<file path="config.mk">
export PLATFORM = sky130hd
export DESIGN_NAME = lsra_ctrl
export DESIGN_NICKNAME = d
export VERILOG_FILES = /design/src/linear_scan_register_allocator_defines.svh /design/src/lsra_pkg.sv /design/src/lsra_ctrl.sv
export SDC_FILE = /design/constraint.sdc
export NUM_CORES = 1
export LEC_CHECK = 0
export BUFFER_PORTS_ARGS = -buffer_cell sky130_fd_sc_hd__buf_2
export CORE_AREA = 2 2 39 41
export CTS_CLUSTER_DIAMETER = 100
export DETAILED_ROUTE_END_ITERATION = 12
export DIE_AREA = 0 0 41 43
export PLACE_DENSITY = 0.48
export SLEW_MARGIN = 15
export SYNTH_ARGS = -nofsm -noshare
export SYNTH_HDL_FRONTEND = slang
export SYNTH_SLANG_ARGS = --single-unit
</file>
<file path="constraint.sdc">
create_clock -name clk -period 1.55 [get_ports clk]
set_input_delay 0.155 -clock clk [delete_from_list [all_inputs] [get_ports clk]]
set_output_delay 0.155 -clock clk [all_outputs]
set_load 0.1 [all_outputs]
</file>
<file path="src/linear_scan_register_allocator_defines.svh">
// Assertion helpers shared by the allocator RTL.
`ifndef LINEAR_SCAN_REGISTER_ALLOCATOR_DEFINES_SVH
`define LINEAR_SCAN_REGISTER_ALLOCATOR_DEFINES_SVH

// Same-cycle implication, ignored while reset is high.
`define LSRA_ASSERT_HOLD(label, clk, rst, ante, cons) \
  label: assert property (@(posedge clk) disable iff (rst) (ante) |-> (cons)) \
    else $error("lsra check failed");

// Next-cycle implication, checked during reset as well.
`define LSRA_ASSERT_NEXT(label, clk, ante, cons) \
  label: assert property (@(posedge clk) (ante) |=> (cons)) \
    else $error("lsra check failed");

`endif

</file>
<file path="src/lsra_pkg.sv">
package lsra_pkg;

  // Default sizes for the top-level parameters
  localparam int NUM_VREGS_DEF  = 256;
  localparam int NUM_PHYS_DEF   = 32;
  localparam int INDEX_BITS_DEF = 16;

  // Fixed field widths
  localparam int VREG_W     = 8;
  localparam int REQ_IDX_W  = 16;
  localparam int PRIO_W     = 16;
  localparam int LG_W       = 3;
  localparam int PHYS_OUT_W = 5;
  localparam int OFFSET_W   = 12;
  localparam int FRAME_W    = 13;
  localparam int MASK_W     = 32;
  localparam int SLOT_W     = 14;

  // Spill area
  localparam int SPILL_LIMIT = 4096;
  localparam logic [LG_W-1:0] SLOT_LG_MAX      = 3'd4;
  localparam logic [LG_W-1:0] SLOT_LG_FALLBACK = 3'd3;
  localparam logic [SLOT_W-1:0] FRAME_ROUND    = 14'd15;

  // Configuration registers
  localparam int CFG_IDX_W = 1;
  localparam logic [CFG_IDX_W-1:0] CFG_SCALAR_MASK = 1'b0;
  localparam logic [CFG_IDX_W-1:0] CFG_VECTOR_MASK = 1'b1;
  localparam logic [MASK_W-1:0] SCALAR_RESET = 32'h0FFC_FFFF;
  localparam logic [MASK_W-1:0] VECTOR_RESET = 32'hFFFF_FF00;

  typedef enum logic [2:0] {
    ST_INIT,
    ST_IDLE,
    ST_CLEAR,
    ST_ACT_RD,
    ST_TAB_RD,
    ST_EVAL,
    ST_ALLOC,
    ST_COMMIT
  } lsra_state_t;

  typedef struct packed {
    logic capture;
    logic fill_step;
    logic tab_rd;
    logic eval;
    logic alloc;
    logic commit;
  } lsra_cmd_t;

  typedef struct packed {
    logic fill_last;
    logic walk_empty;
    logic walk_last;
    logic out_free;
    logic req_new;
  } lsra_stat_t;

endpackage

</file>
<file path="src/lsra_ctrl.sv">
module lsra_ctrl
  import lsra_pkg::*;
(
  input  logic       clk,
  input  logic       rst,
  input  logic       req_valid,
  output logic       req_ready,
  input  lsra_stat_t stat,
  output lsra_cmd_t  cmd
);

  lsra_state_t state, state_next;

  always_ff @(posedge clk) begin
    if (rst) begin
      state <= ST_INIT;
    end else begin
      state <= state_next;
    end
  end

  // Next state
  always_comb begin
    state_next = state;
    unique case (state)
      ST_INIT:   if (stat.fill_last) state_next = ST_IDLE;
      ST_IDLE:   if (req_valid) state_next = stat.req_new ? ST_CLEAR : ST_ACT_RD;
      ST_CLEAR:  if (stat.fill_last) state_next = ST_ACT_RD;
      ST_ACT_RD: state_next = stat.walk_empty ? ST_ALLOC : ST_TAB_RD;
      ST_TAB_RD: state_next = ST_EVAL;
      ST_EVAL:   state_next = stat.walk_last ? ST_ALLOC : ST_TAB_RD;
      ST_ALLOC:  state_next = ST_COMMIT;
      ST_COMMIT: if (stat.out_free) state_next = ST_IDLE;
      default:   state_next = ST_INIT;
    endcase
  end

  // Commands to the datapath
  always_comb begin
    cmd       = '0;
    req_ready = 1'b0;
    unique case (state)
      ST_INIT:   cmd.fill_step = 1'b1;
      ST_IDLE: begin
        req_ready   = 1'b1;
        cmd.capture = req_valid;
      end
      ST_CLEAR:  cmd.fill_step = 1'b1;
      ST_ACT_RD: ;
      ST_TAB_RD: cmd.tab_rd = 1'b1;
      ST_EVAL:   cmd.eval = 1'b1;
      ST_ALLOC:  cmd.alloc = 1'b1;
      ST_COMMIT: cmd.commit = stat.out_free;
      default:   ;
    endcase
  end

endmodule

</file>
==> flow_summary.yaml <==
drt:
  num_vias: 300
  drtIter0Drc: 1
  routed_wl_um: 651
  drtPass1Iterations: 4
  via_per_inst: 4.48
  ant_nets: 0
  drc: 0
  routedWlPerCell_um: 9.72
timing:
  layout_setup_ws_ps: 67.0
  setup_violations: 0
  fmax_ghz: 0.674
  min_period_ps: 1480
  hold_viol: 0
  relSlewSlack_pct: 67.8
  tns_ps: 0
  report.final.slew_viol_count: 0
  worst_pin_slew_ps: 486
  rsz0062_at_grt: "no"
  clock_skew_ps: 3.19
  fin_hold_ws_ps: 131
  finalCritPeriodShare_pct: 95.7
global_routing:
  grt_max_degree: 9
  antenna_found_initial: 0
  gr-total-overflow: 0
  grt_pass1_vias: 270
  track_usage_pct: 9.53
  grt_pass1_wl_um: 1080
final_layout:
  final_common_cell: "buf_2"
  multiInputGateArea_um2: 204
  drive_gt1_share_pct: 60.8
  nets: 60
  largest_reg_flops: 3
  top_register: "state"
  largestRegisters: "state: 3 flops"
  area_growth_pct: 105
  utilization_pct: 36.5
  design_area_um2: 505
  layout_common_cells: "buf_2 (8), buf_12 (6), buf_4 (4)"
  diodes: 0
  seq_area_um2: 61.3
  fill_cells: 152
pwr:
  leakage_uw: 0.000202
  seqPwrFrac_pct: 19.9
  powerDensity_nw_per_um2: 970
  worst_ir_drop_vdd_mv: 0.349
  p_sw_share_pct: 42.6
  clock_power_share_pct: 28.0
  p_int_uw: 282
  p_switching_uw: 209
  combPwrFrac_pct: 52.2
clocking:
  cts_tree: "yes"
  numCtsBuffers: 3
  htreeDepth: 1
  cts_buffer_depth: 2
  clk_pin_slew_ps: 40
  insertion_delay_ps: 230
  cts_root_buf: "clkbuf_4"
  cts.sinks: 3
critical_path:
  end_kind: "output pin"
  slowest_delay_ps: 440
  required_ps: 1390
  crit_arrival_ps: 1330
  crit_path_top_delay_cell: "dfxtp_1"
  worst_r2r_endpoint: "state[1]"
  cp.depth: 4
  crit_type: "register to output pin"
  rr_worst_depth: 3
  cp-startpoint: "state[2]"
  start_kind: "register"
  path_cells: "buf_4 > nand2_1 > nor2_4 > buf_12"
  cp-endpoint: "cmd[0]"
  timing.rr.start: "state[2]"
  crit_family: "flip-flops"
  path_max_fanout: 7
  cp_num_buf_inv: 2
  r2r_slack_ps: 220
die:
  io_pins: 15
  coreArea_um2: 1380
  initial_utilization_pct: 17.8
  die-width_um: 41
  die-area_um2: 1760
  rows: 14
  die_h_um: 43
logic_synthesis:
  synthCells: 32
  mappedNetlistNets: 40
  synth_top_family_by_area: "simple AND/OR/NAND/NOR gates"
  synth_xor_area_share_pct: 0
  synth_cell_types: 23
  synth_compound_area_share_pct: 21.3
  synth_fa_ha_area_share_pct: 0
  synthMuxAreaShare_pct: 4.06
  ys_seq_area_share_pct: 24.4
  ys_seq_elements: 3
  yosys.area_share.simple_pct: 41.1
  syn_area_um2: 246
  yosys_warnings: 0
  syn_avg_cell_area_um2: 7.70
worst_hold_path:
  worstHoldPathType: "input port to register"
outcome:
  status: "finished, final reports clean"
placed_design:
  routabilityCongestion: 0.674
  dp_slack_ps: 225
  dpl_cell_area_um2: 478
  io_buffers: 14
job:
  max-cap-violations: 0
## worst register-to-register path, cell delays in order (launching register included)
cell	delay [ps]
dfxtp_1	360
or4b_4	560
a311o_1	270
o31ai_1	60
## layer usage
metal / vias to the layer above / GRT usage (%) / part of all wire [%]
met1: 138 / 9.94 / 41
met3: 0 / 4.71 / 7.1
met4: 0 / 8.00 / 0
li1: 153 / - / -
met2: 9 / 13.4 / 51
met5: - / 0 / 0
## power by group through the flow
stage	Clock [uW]	Sequential (uW)	Combinational (uW)
floorplan	0	93.5	192
global placement	0	98.7	257
detailed placement	0	98.1	257
CTS	145	97.0	257
global route	152	99.5	271
finish	137	97.5	256
## worst min-delay path by stage
stage / startpoint / endpoint / slack, ps / cells past startpoint
finish: rst / state[0] / 130 / 2
global route: rst / state[0] / 130 / 2
floorplan: rst / state[0] / 220 / 1
global placement: rst / state[0] / 380 / 2
CTS: rst / state[0] / 130 / 2
detailed placement: rst / state[0] / 380 / 2
## per-stage QoR
step / total power [uW] / cells
floorplan: 285 / 32
global placement: 356 / 63
detailed placement: 355 / 63
CTS: 499 / 67
global route: 522 / 67
finish: 490 / 67
## cells in the mapped netlist
master	count	share of area (%)
o31ai_1	1	3.0
nand4b_1	1	3.6
nor2b_1	1	2.5
nor3_1	1	2.0
nor3b_1	1	3.0
or3_1	1	2.5
nand3_1	1	2.0
inv_1	1	1.5
a21oi_1	3	6.1
a211o_1	1	3.6
nor2_1	4	6.1
or4b_4	1	5.6
nand2_1	2	3.0
nand3b_1	1	3.0
clkbuf_1	2	3.0
mux2i_1	1	4.1
and2_1	1	2.5
buf_6	1	4.6
a311o_1	1	4.1
o221a_2	1	4.6
and3_1	1	2.5
dfxtp_1	3	24
nand2b_1	1	2.5
## cell type report
class	instances	area share (%)
sequential	3	12.1
timing repair buffer	18	37.6
inverter	1	0.743
tap	16	3.96
multi-input combinational	25	40.3
clock buffer	4	5.20
## kinds of logic after synthesis
logic type             count (synthesis)
flip-flops                             3
AO/OA/AOI/OAI                          7
AND/OR/NAND/NOR                       17
buffers and inverters                  4
multiplexers                           1
## what timing repair did
action / 4_1_cts / 5_1_grt
resized for setup: 0 / 1
setup buffers: 0 / 0
endpoints found under the hold margin: 0 / 0
endpoints found under the setup margin: 0 / 1
hold buffers: 0 / 0
Power figures use the tool's default switching activity.
